File: src/rtl/core/lmfs_pkg.sv
package lmfs_pkg;

    localparam int DEF_PANEL_COLUMNS = 32;
    localparam int DEF_PANEL_ROWS    = 16;

    localparam int OP_W       = 2;
    localparam int START_ROW_W = 4;
    localparam int START_COL_W = 5;
    localparam int RECT_W_W   = 6;
    localparam int RECT_H_W   = 5;
    localparam int ROW_ADDR_W = 3;
    localparam int COLUMN_W   = 5;
    localparam int COLOR_W    = 3;

    // wide enough for start + extent at the largest panel
    localparam int ROW_SUM_W  = 8;
    localparam int COL_SUM_W  = 9;

    localparam logic [OP_W-1:0] OP_PIXEL   = 2'd0;
    localparam logic [OP_W-1:0] OP_FILL    = 2'd1;
    localparam logic [OP_W-1:0] OP_REFRESH = 2'd2;

    typedef struct packed {
        logic we_top;
        logic we_bot;
        logic re;
    } t_mem_ctl;

    typedef struct packed {
        logic [ROW_ADDR_W-1:0] row_address;
        logic [COLUMN_W-1:0]   column_index;
        logic                  latch_last;
    } t_scan_tag;

    typedef struct packed {
        t_scan_tag          tag;
        logic [COLOR_W-1:0] top;
        logic [COLOR_W-1:0] bot;
    } t_out_word;

endpackage

File: src/rtl/core/lmfs_if.sv
interface lmfs_cmd_if;
    import lmfs_pkg::*;

    logic                   valid;
    logic                   ready;
    logic [OP_W-1:0]        operation;
    logic [START_ROW_W-1:0] start_row;
    logic [START_COL_W-1:0] start_col;
    logic [RECT_W_W-1:0]    rect_width;
    logic [RECT_H_W-1:0]    rect_height;
    logic                   color_red;
    logic                   color_green;
    logic                   color_blue;

    modport source (
        output valid, operation, start_row, start_col, rect_width, rect_height,
               color_red, color_green, color_blue,
        input  ready
    );
    modport sink (
        input  valid, operation, start_row, start_col, rect_width, rect_height,
               color_red, color_green, color_blue,
        output ready
    );
endinterface

interface lmfs_pix_if;
    import lmfs_pkg::*;

    logic                  valid;
    logic                  ready;
    logic [ROW_ADDR_W-1:0] row_address;
    logic [COLUMN_W-1:0]   column_index;
    logic                  top_red;
    logic                  top_green;
    logic                  top_blue;
    logic                  bottom_red;
    logic                  bottom_green;
    logic                  bottom_blue;
    logic                  latch_last;

    modport source (
        output valid, row_address, column_index, top_red, top_green, top_blue,
               bottom_red, bottom_green, bottom_blue, latch_last,
        input  ready
    );
    modport sink (
        input  valid, row_address, column_index, top_red, top_green, top_blue,
               bottom_red, bottom_green, bottom_blue, latch_last,
        output ready
    );
endinterface

File: src/rtl/core/led_matrix_framebuffer_scan.sv
// channel  | dir | carries                                  | moves when
// i_cmd    | in  | pixel write, rectangle fill, refresh tick | valid && ready
// o_pix    | out | one panel column, top and bottom RGB     | valid && ready
//
// Pixel write: written in the cycle after accept; fill: one clipped pixel written per cycle.
// Refresh: one frame store read per column, held while the output queue is full, then ready.
// Output queue of two words lets reads run one per cycle while the sink takes them.
// After reset the frame store is cleared, all (PANEL_ROWS/2)*PANEL_COLUMNS entries
// (256 by default) one address at a time, with i_cmd.ready low.
// A stalled output holds the scan; the frame store keeps its contents.
module led_matrix_framebuffer_scan #(
    parameter int PANEL_COLUMNS = lmfs_pkg::DEF_PANEL_COLUMNS,
    parameter int PANEL_ROWS    = lmfs_pkg::DEF_PANEL_ROWS
) (
    input  logic       i_clk,
    input  logic       i_rst_n,
    lmfs_cmd_if.sink   i_cmd,
    lmfs_pix_if.source o_pix
);
    import lmfs_pkg::*;

    localparam int DEPTH = (PANEL_ROWS / 2) * PANEL_COLUMNS;
    localparam int AW    = $clog2(DEPTH);

    t_mem_ctl           ctl;
    t_scan_tag          tag;
    logic [AW-1:0]      waddr, raddr;
    logic [COLOR_W-1:0] wdata, top_data, bot_data;
    logic               space;

    lmfs_seq #(
        .PANEL_COLUMNS(PANEL_COLUMNS),
        .PANEL_ROWS   (PANEL_ROWS)
    ) u_seq (
        .i_clk  (i_clk),
        .i_rst_n(i_rst_n),
        .i_cmd  (i_cmd),
        .i_space(space),
        .o_ctl  (ctl),
        .o_waddr(waddr),
        .o_wdata(wdata),
        .o_raddr(raddr),
        .o_tag  (tag)
    );

    lmfs_ram #(.WIDTH(COLOR_W), .DEPTH(DEPTH)) u_top_ram (
        .i_clk  (i_clk),
        .i_we   (ctl.we_top),
        .i_waddr(waddr),
        .i_wdata(wdata),
        .i_re   (ctl.re),
        .i_raddr(raddr),
        .o_rdata(top_data)
    );

    lmfs_ram #(.WIDTH(COLOR_W), .DEPTH(DEPTH)) u_bot_ram (
        .i_clk  (i_clk),
        .i_we   (ctl.we_bot),
        .i_waddr(waddr),
        .i_wdata(wdata),
        .i_re   (ctl.re),
        .i_raddr(raddr),
        .o_rdata(bot_data)
    );

    lmfs_out u_out (
        .i_clk  (i_clk),
        .i_rst_n(i_rst_n),
        .i_re   (ctl.re),
        .i_tag  (tag),
        .i_top  (top_data),
        .i_bot  (bot_data),
        .o_space(space),
        .o_pix  (o_pix)
    );
endmodule

File: src/rtl/core/lmfs_ram.sv
module lmfs_ram #(
    parameter int WIDTH = 3,
    parameter int DEPTH = 256
) (
    input  logic                     i_clk,
    input  logic                     i_we,
    input  logic [$clog2(DEPTH)-1:0] i_waddr,
    input  logic [WIDTH-1:0]         i_wdata,
    input  logic                     i_re,
    input  logic [$clog2(DEPTH)-1:0] i_raddr,
    output logic [WIDTH-1:0]         o_rdata
);
    logic [WIDTH-1:0] r_mem [DEPTH];
    logic [WIDTH-1:0] r_rdata;

    always_ff @(posedge i_clk) begin
        if (i_we) begin
            r_mem[i_waddr] <= i_wdata;
        end
        if (i_re) begin
            r_rdata <= r_mem[i_raddr];
        end
    end

    assign o_rdata = r_rdata;
endmodule

File: src/rtl/core/lmfs_seq.sv
module lmfs_seq #(
    parameter int PANEL_COLUMNS = lmfs_pkg::DEF_PANEL_COLUMNS,
    parameter int PANEL_ROWS    = lmfs_pkg::DEF_PANEL_ROWS,
    localparam int AW = $clog2((PANEL_ROWS / 2) * PANEL_COLUMNS)
) (
    input  logic                     i_clk,
    input  logic                     i_rst_n,
    lmfs_cmd_if.sink                 i_cmd,
    input  logic                     i_space,
    output lmfs_pkg::t_mem_ctl       o_ctl,
    output logic [AW-1:0]            o_waddr,
    output logic [lmfs_pkg::COLOR_W-1:0] o_wdata,
    output logic [AW-1:0]            o_raddr,
    output lmfs_pkg::t_scan_tag      o_tag
);
    import lmfs_pkg::*;

    localparam int HALF   = PANEL_ROWS / 2;
    localparam int DEPTH  = HALF * PANEL_COLUMNS;
    localparam int ROW_W  = $clog2(PANEL_ROWS + 1);
    localparam int COL_W  = $clog2(PANEL_COLUMNS + 1);
    localparam int HROW_W = $clog2(HALF);

    typedef enum logic [3:0] {
        S_CLEAR = 4'b0001,
        S_IDLE  = 4'b0010,
        S_FILL  = 4'b0100,
        S_SCAN  = 4'b1000
    } t_state;

    t_state              r_state, n_state;
    logic [AW-1:0]       r_clr, n_clr;
    logic [ROW_W-1:0]    r_row, n_row;
    logic [COL_W-1:0]    r_col, n_col;
    logic [COL_W-1:0]    r_start_col, n_start_col;
    logic [ROW_W-1:0]    r_end_row, n_end_row;
    logic [COL_W-1:0]    r_end_col, n_end_col;
    logic [COLOR_W-1:0]  r_rgb, n_rgb;
    logic [HROW_W-1:0]   r_pair, n_pair;

    logic                 acc;
    logic [RECT_H_W-1:0]  eff_h;
    logic [RECT_W_W-1:0]  eff_w;
    logic [ROW_SUM_W-1:0] row_sum, end_row;
    logic [COL_SUM_W-1:0] col_sum, end_col;
    logic                 empty;
    logic                 is_bot;
    logic [ROW_W-1:0]     hrow;
    logic [HROW_W-1:0]    drow;
    logic [AW-1:0]        fill_addr;
    logic                 scan_last;
    logic                 fill_col_last;
    logic                 fill_row_last;

    assign i_cmd.ready = (r_state == S_IDLE);
    assign acc = i_cmd.valid && i_cmd.ready;

    always_comb begin
        eff_h = (i_cmd.operation == OP_PIXEL) ? RECT_H_W'(1) : i_cmd.rect_height;
        eff_w = (i_cmd.operation == OP_PIXEL) ? RECT_W_W'(1) : i_cmd.rect_width;
        row_sum = ROW_SUM_W'(i_cmd.start_row) + ROW_SUM_W'(eff_h);
        col_sum = COL_SUM_W'(i_cmd.start_col) + COL_SUM_W'(eff_w);
        end_row = (row_sum > ROW_SUM_W'(PANEL_ROWS)) ? ROW_SUM_W'(PANEL_ROWS) : row_sum;
        end_col = (col_sum > COL_SUM_W'(PANEL_COLUMNS)) ? COL_SUM_W'(PANEL_COLUMNS)
                                                         : col_sum;
        empty = (eff_h == '0) || (eff_w == '0)
             || (ROW_SUM_W'(i_cmd.start_row) >= ROW_SUM_W'(PANEL_ROWS))
             || (COL_SUM_W'(i_cmd.start_col) >= COL_SUM_W'(PANEL_COLUMNS));
    end

    always_comb begin
        is_bot = (r_row >= ROW_W'(HALF));
        hrow   = is_bot ? (r_row - ROW_W'(HALF)) : r_row;
        drow   = (hrow == '0) ? HROW_W'(HALF - 1) : HROW_W'(hrow - ROW_W'(1));
        fill_addr = AW'(drow) * AW'(PANEL_COLUMNS) + AW'(r_col);
    end

    assign scan_last     = (r_col == COL_W'(PANEL_COLUMNS - 1));
    assign fill_col_last = ((r_col + COL_W'(1)) == r_end_col);
    assign fill_row_last = ((r_row + ROW_W'(1)) == r_end_row);

    always_comb begin
        n_state     = r_state;
        n_clr       = r_clr;
        n_row       = r_row;
        n_col       = r_col;
        n_start_col = r_start_col;
        n_end_row   = r_end_row;
        n_end_col   = r_end_col;
        n_rgb       = r_rgb;
        n_pair      = r_pair;
        o_ctl       = '0;

        case (r_state)
            S_CLEAR: begin
                o_ctl.we_top = 1'b1;
                o_ctl.we_bot = 1'b1;
                n_clr = r_clr + AW'(1);
                if (r_clr == AW'(DEPTH - 1)) begin
                    n_state = S_IDLE;
                end
            end
            S_IDLE: begin
                if (acc) begin
                    case (i_cmd.operation)
                        OP_PIXEL, OP_FILL: begin
                            n_row       = ROW_W'(i_cmd.start_row);
                            n_col       = COL_W'(i_cmd.start_col);
                            n_start_col = COL_W'(i_cmd.start_col);
                            n_end_row   = ROW_W'(end_row);
                            n_end_col   = COL_W'(end_col);
                            n_rgb = {i_cmd.color_blue, i_cmd.color_green, i_cmd.color_red};
                            if (!empty) begin
                                n_state = S_FILL;
                            end
                        end
                        OP_REFRESH: begin
                            n_col   = '0;
                            n_state = S_SCAN;
                        end
                        default: begin
                            n_state = S_IDLE;
                        end
                    endcase
                end
            end
            S_FILL: begin
                o_ctl.we_top = !is_bot;
                o_ctl.we_bot = is_bot;
                if (fill_col_last) begin
                    n_col = r_start_col;
                    n_row = r_row + ROW_W'(1);
                    if (fill_row_last) begin
                        n_state = S_IDLE;
                    end
                end else begin
                    n_col = r_col + COL_W'(1);
                end
            end
            S_SCAN: begin
                if (i_space) begin
                    o_ctl.re = 1'b1;
                    n_col = r_col + COL_W'(1);
                    if (scan_last) begin
                        n_pair  = (r_pair == HROW_W'(HALF - 1)) ? '0 : r_pair + HROW_W'(1);
                        n_state = S_IDLE;
                    end
                end
            end
            default: begin
                n_state = S_IDLE;
            end
        endcase
    end

    always_ff @(posedge i_clk) begin
        if (!i_rst_n) begin
            r_state <= S_CLEAR;
            r_clr   <= '0;
            r_pair  <= '0;
        end else begin
            r_state <= n_state;
            r_clr   <= n_clr;
            r_pair  <= n_pair;
        end
    end

    always_ff @(posedge i_clk) begin
        r_row       <= n_row;
        r_col       <= n_col;
        r_start_col <= n_start_col;
        r_end_row   <= n_end_row;
        r_end_col   <= n_end_col;
        r_rgb       <= n_rgb;
    end

    assign o_waddr = (r_state == S_CLEAR) ? r_clr : fill_addr;
    assign o_wdata = (r_state == S_CLEAR) ? '0 : r_rgb;
    assign o_raddr = AW'(r_pair) * AW'(PANEL_COLUMNS) + AW'(r_col);
    assign o_tag.row_address  = ROW_ADDR_W'(r_pair);
    assign o_tag.column_index = COLUMN_W'(r_col);
    assign o_tag.latch_last   = scan_last;

    a_refresh_enters_scan: assert property (@(posedge i_clk) disable iff (!i_rst_n)
        acc && (i_cmd.operation == OP_REFRESH) |=> r_state == S_SCAN)
        else $error("refresh did not start a scan");

    a_no_read_with_write: assert property (@(posedge i_clk) disable iff (!i_rst_n)
        !(o_ctl.re && (o_ctl.we_top || o_ctl.we_bot)))
        else $error("read and write issued together");

    a_read_needs_space: assert property (@(posedge i_clk) disable iff (!i_rst_n)
        o_ctl.re |-> i_space)
        else $error("read issued without output space");
endmodule

File: src/rtl/core/lmfs_out.sv
module lmfs_out (
    input  logic                         i_clk,
    input  logic                         i_rst_n,
    input  logic                         i_re,
    input  lmfs_pkg::t_scan_tag          i_tag,
    input  logic [lmfs_pkg::COLOR_W-1:0] i_top,
    input  logic [lmfs_pkg::COLOR_W-1:0] i_bot,
    output logic                         o_space,
    lmfs_pix_if.source                   o_pix
);
    import lmfs_pkg::*;

    logic        r_pend;
    t_scan_tag   r_tag;
    t_out_word   r_q [2];
    logic        r_wp, r_rp;
    logic [1:0]  r_cnt, n_cnt;
    logic [1:0]  occ;
    logic        pop;
    t_out_word   head;

    assign pop   = o_pix.valid && o_pix.ready;
    assign occ   = r_cnt + 2'(r_pend);
    assign o_space = (occ - 2'(pop)) < 2'd2;
    assign n_cnt = r_cnt + 2'(r_pend) - 2'(pop);

    always_ff @(posedge i_clk) begin
        if (!i_rst_n) begin
            r_pend <= 1'b0;
            r_wp   <= 1'b0;
            r_rp   <= 1'b0;
            r_cnt  <= '0;
        end else begin
            r_pend <= i_re;
            r_cnt  <= n_cnt;
            if (r_pend) begin
                r_wp <= !r_wp;
            end
            if (pop) begin
                r_rp <= !r_rp;
            end
        end
    end

    always_ff @(posedge i_clk) begin
        if (i_re) begin
            r_tag <= i_tag;
        end
        if (r_pend) begin
            r_q[r_wp] <= '{tag: r_tag, top: i_top, bot: i_bot};
        end
    end

    assign head = r_q[r_rp];

    assign o_pix.valid        = (r_cnt != '0);
    assign o_pix.row_address  = head.tag.row_address;
    assign o_pix.column_index = head.tag.column_index;
    assign o_pix.latch_last   = head.tag.latch_last;
    assign o_pix.top_red      = head.top[0];
    assign o_pix.top_green    = head.top[1];
    assign o_pix.top_blue     = head.top[2];
    assign o_pix.bottom_red   = head.bot[0];
    assign o_pix.bottom_green = head.bot[1];
    assign o_pix.bottom_blue  = head.bot[2];

    a_no_overflow: assert property (@(posedge i_clk) disable iff (!i_rst_n)
        (3'(r_cnt) + 3'(r_pend)) <= 3'd2)
        else $error("output queue overrun");

    a_valid_drops_on_pop: assert property (@(posedge i_clk) disable iff (!i_rst_n)
        $fell(o_pix.valid) |-> $past(o_pix.ready))
        else $error("word dropped without handshake");

    a_word_held_on_stall: assert property (@(posedge i_clk) disable iff (!i_rst_n)
        o_pix.valid && !o_pix.ready |=> o_pix.valid && $stable(head))
        else $error("word changed while stalled");
endmodule

File: src/flat_wrapper.sv
// flat-port wrapper written by rule: the top's interface ports become plain ports
module led_matrix_framebuffer_scan_flat import lmfs_pkg::*;
#(
    parameter int PANEL_COLUMNS = lmfs_pkg::DEF_PANEL_COLUMNS,
    parameter int PANEL_ROWS    = lmfs_pkg::DEF_PANEL_ROWS
)
  (i_clk, i_rst_n, i_cmd_valid, i_cmd_operation, i_cmd_start_row, i_cmd_start_col, i_cmd_rect_width, i_cmd_rect_height, i_cmd_color_red, i_cmd_color_green, i_cmd_color_blue, i_cmd_ready, o_pix_valid, o_pix_row_address, o_pix_column_index, o_pix_top_red, o_pix_top_green, o_pix_top_blue, o_pix_bottom_red, o_pix_bottom_green, o_pix_bottom_blue, o_pix_latch_last, o_pix_ready);
  lmfs_cmd_if i_cmd_i ();
  lmfs_pix_if o_pix_i ();
  input  logic i_clk;
  input  logic i_rst_n;
  input wire logic [$bits(i_cmd_i.valid)-1:0] i_cmd_valid;
  input wire logic [$bits(i_cmd_i.operation)-1:0] i_cmd_operation;
  input wire logic [$bits(i_cmd_i.start_row)-1:0] i_cmd_start_row;
  input wire logic [$bits(i_cmd_i.start_col)-1:0] i_cmd_start_col;
  input wire logic [$bits(i_cmd_i.rect_width)-1:0] i_cmd_rect_width;
  input wire logic [$bits(i_cmd_i.rect_height)-1:0] i_cmd_rect_height;
  input wire logic [$bits(i_cmd_i.color_red)-1:0] i_cmd_color_red;
  input wire logic [$bits(i_cmd_i.color_green)-1:0] i_cmd_color_green;
  input wire logic [$bits(i_cmd_i.color_blue)-1:0] i_cmd_color_blue;
  output wire logic [$bits(i_cmd_i.ready)-1:0] i_cmd_ready;
  output wire logic [$bits(o_pix_i.valid)-1:0] o_pix_valid;
  output wire logic [$bits(o_pix_i.row_address)-1:0] o_pix_row_address;
  output wire logic [$bits(o_pix_i.column_index)-1:0] o_pix_column_index;
  output wire logic [$bits(o_pix_i.top_red)-1:0] o_pix_top_red;
  output wire logic [$bits(o_pix_i.top_green)-1:0] o_pix_top_green;
  output wire logic [$bits(o_pix_i.top_blue)-1:0] o_pix_top_blue;
  output wire logic [$bits(o_pix_i.bottom_red)-1:0] o_pix_bottom_red;
  output wire logic [$bits(o_pix_i.bottom_green)-1:0] o_pix_bottom_green;
  output wire logic [$bits(o_pix_i.bottom_blue)-1:0] o_pix_bottom_blue;
  output wire logic [$bits(o_pix_i.latch_last)-1:0] o_pix_latch_last;
  input wire logic [$bits(o_pix_i.ready)-1:0] o_pix_ready;
  assign i_cmd_i.valid = i_cmd_valid;
  assign i_cmd_i.operation = i_cmd_operation;
  assign i_cmd_i.start_row = i_cmd_start_row;
  assign i_cmd_i.start_col = i_cmd_start_col;
  assign i_cmd_i.rect_width = i_cmd_rect_width;
  assign i_cmd_i.rect_height = i_cmd_rect_height;
  assign i_cmd_i.color_red = i_cmd_color_red;
  assign i_cmd_i.color_green = i_cmd_color_green;
  assign i_cmd_i.color_blue = i_cmd_color_blue;
  assign i_cmd_ready = i_cmd_i.ready;
  assign o_pix_valid = o_pix_i.valid;
  assign o_pix_row_address = o_pix_i.row_address;
  assign o_pix_column_index = o_pix_i.column_index;
  assign o_pix_top_red = o_pix_i.top_red;
  assign o_pix_top_green = o_pix_i.top_green;
  assign o_pix_top_blue = o_pix_i.top_blue;
  assign o_pix_bottom_red = o_pix_i.bottom_red;
  assign o_pix_bottom_green = o_pix_i.bottom_green;
  assign o_pix_bottom_blue = o_pix_i.bottom_blue;
  assign o_pix_latch_last = o_pix_i.latch_last;
  assign o_pix_i.ready = o_pix_ready;
  led_matrix_framebuffer_scan #(.PANEL_COLUMNS(PANEL_COLUMNS), .PANEL_ROWS(PANEL_ROWS)) u_core (.i_clk(i_clk), .i_rst_n(i_rst_n), .i_cmd(i_cmd_i), .o_pix(o_pix_i));
endmodule
File: config.mk
export PLATFORM = sky130hd
export DESIGN_NAME = led_matrix_framebuffer_scan_flat
export DESIGN_NICKNAME = d
export VERILOG_FILES = /design/src/rtl/core/lmfs_pkg.sv /design/src/rtl/core/lmfs_if.sv /design/src/rtl/core/led_matrix_framebuffer_scan.sv /design/src/rtl/core/lmfs_ram.sv /design/src/rtl/core/lmfs_seq.sv /design/src/rtl/core/lmfs_out.sv /design/src/flat_wrapper.sv
export SDC_FILE = /design/constraint.sdc
export NUM_CORES = 2
export LEC_CHECK = 0
export ABC_AREA = 0
export BUFFER_PORTS_ARGS = -buffer_cell sky130_fd_sc_hd__buf_2
export CAP_MARGIN = 20
export CELL_PAD_IN_SITES_DETAIL_PLACEMENT = 0
export CELL_PAD_IN_SITES_GLOBAL_PLACEMENT = 1
export CORE_ASPECT_RATIO = 0.9
export CORE_MARGIN = 3
export CORE_UTILIZATION = 40
export CTS_CLUSTER_SIZE = 40
export DETAILED_ROUTE_END_ITERATION = 6
export GPL_ROUTABILITY_DRIVEN = 0
export GPL_TIMING_DRIVEN = 0
export PLACE_DENSITY = 0.64
export SYNTH_ARGS = -nofsm -noshare
export SYNTH_HDL_FRONTEND = slang
export SYNTH_SLANG_ARGS = --single-unit
File: constraint.sdc
create_clock -name i_clk -period 15 [get_ports i_clk]
set_input_delay 0.75 -clock i_clk [delete_from_list [all_inputs] [get_ports i_clk]]
set_output_delay 0.75 -clock i_clk [all_outputs]
set_load 0.01 [all_outputs]
* Word level (Yosys, flattened, before mapping) *
Memories as Yosys holds them, arrays and structs flattened. A register that Yosys moved wholly into a read port is not among the register bits.
Index checks and enable logic that the tools add are counted.

word-level totals
  register bits = 59
  memories kept = 3
  input port bits = 29
  memory bits (writable) = 1566
  output and inout port bits = 17

memories
  memory                  words  width  rd ports  clocked after Yosys merged registers in  write ports  RTL line        text
  u_core.u_bot_ram.r_mem  256    3      1         1                                        1            lmfs_ram.sv:13  logic [WIDTH-1:0] r_mem [DEPTH];
  u_core.u_top_ram.r_mem  256    3      1         1                                        1            lmfs_ram.sv:13
  u_core.u_out.r_q        2      15     1         1                                        1            lmfs_out.sv:15  t_out_word r_q [2];

cells by class
  reductions and logical operators = 19
  order comparisons = 4
  add/subtract/negate cells = 12
  eq/ne operators = 20
  muxes and demuxes = 36

operators by type and width
  cell                                                           number
  two-way mux 4 bit                                              7
  two-way mux 5 bit                                              5
  two-way mux 6 bit                                              4
  case mux 6 bit (3 select lines)                                1
  adder 8 x 6 -> 8 bit                                           2
  case mux 4 bit (4 select lines)                                1
  case mux 6 bit (2 select lines)                                1
  logical NOT 5 bit                                              2
  two-way mux 1 bit                                              10
  case mux 5 bit (2 select lines)                                1
  two-way mux 3 bit                                              3
  adder 8 x 1 -> 8 bit, second input constant                    1
  equality test 8 bit, second input constant                     1
  two-way mux 8 bit                                              1
  inequality test 2 bit, second input constant                   4
  case mux 4 bit (2 select lines)                                1
  AND reduction 4 bit                                            2
  adder 5 x 6 -> 7 bit                                           1
  greater-than comparator 7 x 6 -> 1 bit, second input constant  1
  AND reduction 7 bit                                            1
  adder 4 x 5 -> 6 bit                                           1
  adder 6 x 1 -> 6 bit, second input constant                    1
  equality test 6 x 5 -> 1 bit, second input constant            1
  equality test 6 bit                                            1
  other kinds (30)                                               37

* Logic depth before layout (Yosys ltp) *
  word-level depth = 8
  mapped depth = 13
  mapped depth without buffers = 12

* Modules after synthesis *
A second synthesis with hierarchy kept.

second synthesis, totals
  cell total of the unflattened synthesis = 3828
  area total of the unflattened synthesis = 67029.3 um^2

modules (own cells, without submodules)
  module    instances  sequential area each (um^2)  area an instance (um^2)  cells an instance
  lmfs_ram  2          23152.2                      31068.5                  1713
  lmfs_seq  1          1201.2                       3229.3                   322
  lmfs_out  1          1291.2                       1662.8                   80

* Worst setup path after synthesis *
OpenSTA, ideal clock, no wires.

  path kind = register to register
  start point = reg u_core.u_seq.r_state[1]
  end point = mem u_core.u_bot_ram.r_mem[0][0] (data pin)
  library setup time = 1.539 ns
  slack = 5.917 ns
  clock period less this slack = 9.083 ns
  cell stages (with the launch flop) = 5
  arrival time = 7.544 ns
  path buffers = 2
  cells stage by stage = dfxtp_1 > or4b_1 > buf_2 > buf_1 > and2_1

on the way
  longest elaborated chain between the ends = 2

RTL lines
  item                             RTL line         text
  start: declaration               lmfs_seq.sv:31   t_state r_state, n_state;
  start signal: assignment         lmfs_seq.sv:162  r_state <= n_state;
  equality test 4 x 1 -> 1 bit     lmfs_seq.sv:178  assign o_wdata = (r_state == S_CLEAR) ? '0 : r_rgb;
  two-way mux 3 bit                lmfs_seq.sv:178
  via u_core.u_bot_ram.i_wdata[0]  lmfs_ram.sv:8    input logic [WIDTH-1:0] i_wdata,
  end: declaration                 lmfs_ram.sv:13

The timed path passes the listed nets, and every way through them passes these cells.

* Final worst setup path *
  start point = reg u_core.u_seq.r_col[5]
  end point = reg u_core.u_top_ram.r_rdata[0] (netlist: u_core.u_top_ram.o_rdata[0]) (read register of u_core.u_top_ram.r_mem) (data pin)

on the way
  longest elaborated chain between the ends = 1

RTL lines
  item                      RTL line         text
  start: declaration        lmfs_seq.sv:34   logic [COL_W-1:0] r_col, n_col;
  start signal: assignment  lmfs_seq.sv:170  r_col <= n_col;
  adder 8 x 6 -> 8 bit      lmfs_seq.sv:179  assign o_raddr = AW'(r_pair) * AW'(PANEL_COLUMNS) + AW'(r_col);
  end: declaration          lmfs_ram.sv:14   logic [WIDTH-1:0] r_rdata;

Every way passes these cells.
A chain may end at the register's enable or synchronous reset.

==> run_results.csv <==
group,metric,value,unit
global_routing,grtUsageTotal,24.6,%
global_routing,antenna_found_initial,19,
yosys,syn_inst,3727,
clocking,cts_setup_buffers,0,
critical_path,critical_path_arrival,5.79,ns
clocking,cts_tree,"built",
hold_path,worst_hold_path_type,"input port to flip-flop",
clocking,clockBufferDepth,3,
final_layout,area_growth,13.7,%
yosys,synth_cell_types,75,
critical_path,crit_top_cell,"clkbuf_1",
yosys,ys.flop_type,"edfxtp_1",
pwr,power.density,131,nW/um^2
yosys,yosysSeqAreaShare,73.7,%
global_routing,overflow,0,
timing,tns,0,ns
global_routing,grt_start_max_net_pins,94,
clocking,cts-root-buf,"clkbuf_16",
critical_path,critPathLaunchType,"flip-flop",
timing,fin_crit_sh,35.8,%
yosys,async_flop_share,0,%
place,place_area,70100,sq um
drt,wl,210000,um
critical_path,crit_family,"compound AO/OA/AOI/OAI gates",
yosys,syn_area,66200,sq um
timing,setup_violations,0,
critical_path,path_buf_inv,2,
timing,period_needed,5.36,ns
clocking,htree_levels,4,
yosys,synth_seq_cells,1632,
global_routing,first_global_vias,36500,
timing,rsz0062_at_grt,"false",
timing,hold_viol,0,
place,io_buffers,45,
drt,drcViolationCount,0,
floorplan,initial_core_util,40.6,%
drt,ant_nets,0,
floorplan,die_area,170000,sq um
critical_path,required,15.43,ns
floorplan,pin_count,46,
drt,via_per_inst,5.86,
floorplan,num_rows,140,
timing,slew-limit-headroom,15.5,%
timing,finClkSkew,0.0317,ns
global_routing,grt_pass1_wl,290000,um
clocking,clock-sinks,1632,
pwr,peakVddDrop,0.0980,mV
place,place_hpwl,146000,um
clocking,cts_resized,0,
timing,worst_pin_slew,1.26,ns
timing,max_freq,186,MHz
yosys,yosysWarnings,0,
clocking,path_clk_slew,0.06,ns
clocking,cts_buffers,161,
final_layout,drive_gt1_share,23.0,%
clocking,cts_hold_buf,0,
outcome,status,"finished clean",
drt,via_count,37000,
critical_path,critPathMaxStageDelay,0.96,ns
final_layout,fin_area,75200,sq um
critical_path,worstSetupEndpointType,"flip-flop",
yosys,synthTopCellsByArea,"edfxtp_1 (73%), mux4_2 (10%), nor2_1 (3.2%)",
yosys,yosysMostFrequentCell,"edfxtp_1",
yosys,avgSynthCellArea,17.8,sq um
drt,wl_per_cell,33.3,um
yosys,synth_top_area_share,73.1,%
yosys,synth_edf_count,1611,
yosys,synth_common_cells,"edfxtp_1 (1611), nor2_1 (565), mux4_2 (306), nand2_1 (146), mux2_2 (137)",
yosys,yosys.area.top_type,"edfxtp_1",
run,maxCapViolCount,0,
floorplan,coreArea,163000,sq um
drt,drt_iter0_markers,5703,
yosys,syn_nets,3781,
floorplan,fp.dieW,435,um
final_layout,nets,4034,
critical_path,crit_slowest_cell,"a211oi_1",
critical_path,cp_max_fo,10,
timing,slew_violations,0,
floorplan,dieHeight,392,um
clocking,clk-insertion-delay-late,0.80,ns
pwr,leakagePower,23.7,nW
critical_path,worstSetupPathType,"flip-flop to flip-flop",
critical_path,path_cells,"ha_1, clkbuf_1, nor2b_1, nand2_1, clkbuf_1, a2111oi_0, nor4_2, a211oi_1",
drt,first_pass_iters,6,
[flip-flops by register name, summed over array words and instances (netlist names), named ones only]
register,cells
u_core.u_bot_ram.r_mem,768
u_core.u_top_ram.r_mem,768
u_core.u_out.r_q,30
u_core.u_out.r_tag,9
u_core.u_seq.r_clr,8
u_core.u_seq.r_col,6
u_core.u_seq.r_end_col,6
u_core.u_seq.r_end_row,5
u_core.u_seq.r_row,5
u_core.u_seq.r_start_col,5
u_core.u_seq.r_state,4
u_core.u_bot_ram.o_rdata,3
u_core.u_seq.r_pair,3
u_core.u_seq.r_rgb,3
u_core.u_top_ram.o_rdata,3
u_core.u_out.r_cnt,2
u_core.u_out.r_pend,1
u_core.u_out.r_rp,1
u_core.u_out.r_wp,1
[cell type report]
type | instances | area, sq um
timing repair buffer | 90 | 1110
tap | 2201 | 2750
fill | 14000 | 87800
sequential | 1632 | 48800
buffer | 244 | 1190
clock inverter | 80 | 664
inverter | 20 | 75.1
multi-input combinational | 1831 | 16200
clock buffer | 210 | 4430
antenna | 7 | 17.5
[final timing paths]
check,startpoint,end,slack [ns],cells after the start
setup / recovery,u_core.u_seq.r_col[5],u_core.u_top_ram.o_rdata[0],9.64,8
hold / removal,i_cmd_color_red,u_core.u_seq.r_rgb[0],0.14,1
setup reg to reg,u_core.u_seq.r_col[5],u_core.u_top_ram.o_rdata[0],9.64,8
hold reg to reg,u_core.u_out.r_tag[3],u_core.u_out.r_q[0][9],0.44,0
[worst reg2reg max path, cell delays in order, from the launching register on]
cell and delay, ns:
edfxtp_1 0.51, ha_1 0.43, clkbuf_1 0.37, nor2b_1 0.84, nand2_1 0.39, clkbuf_1 0.47, a2111oi_0 0.76, nor4_2 0.28
a211oi_1 0.97
[cell families after synthesis]
family | count (synthesis) | share of synthesized area [%]
buffers and inverters | 264 | 1.89
AOI/OAI and AO/OA | 315 | 3.31
xor gates and xnor gates | 35 | 0.484
and+or+nand+nor | 952 | 6.45
adders and majority gates | 25 | 0.495
muxes | 504 | 13.7
DFF | 1632 | 73.7
[metrics by stage]
stage / setup slack, ns / util, % / hold WS, ns / std cells / power (W)
6_report: 9.64 / 46.1 / 0.142 / 6315 / 0.00986
5_1_grt: 9.56 / 46.1 / 0.0982 / 6308 / 0.0101
4_1_cts: 9.66 / 46.1 / 0.0805 / 6303 / 0.00990
3_5_place_dp: 9.69 / 43.0 / 0.432 / 6013 / 0.00598
3_3_place_gp: -2.41 / 42.4 / 0.428 / 5973 / 0.00611
2_1_floorplan: 5.92 / - / 0.421 / 3727 / 0.00566
[power by group]
part | switching (W) | internal, W
registers | 0.0000133 | 0.00516
logic | 0.000574 | 0.000149
clock network | 0.00172 | 0.00225
[layer usage]
metal | vias to the layer above | global-route usage (%) | wire, um
li1 | 15200 | - | -
met1 | 19500 | 35.0 | 88800
met2 | 1936 | 36.4 | 92600
met3 | 284 | 7.22 | 22200
met4 | 4 | 7.99 | 6800
met5 | - | 0 | 30
[cells in the final DEF, fill, tap and decap left out, drive strengths merged, types with 21 or more instances in the layout]
cell / n
nor2: 567
ha: 23
nor3: 34
dfxtp: 21
xnor2: 25
o21ai: 37
edfxtp: 1611
o22ai: 89
nand2: 155
a21oi: 24
clkinv: 60
inv: 25
buf: 233
clkbuf: 310
nand3: 27
and2: 25
nor2b: 53
mux2: 137
mux2i: 61
mux4: 306
a211oi: 64
Note: power is estimated with default switching activity, not from simulation.
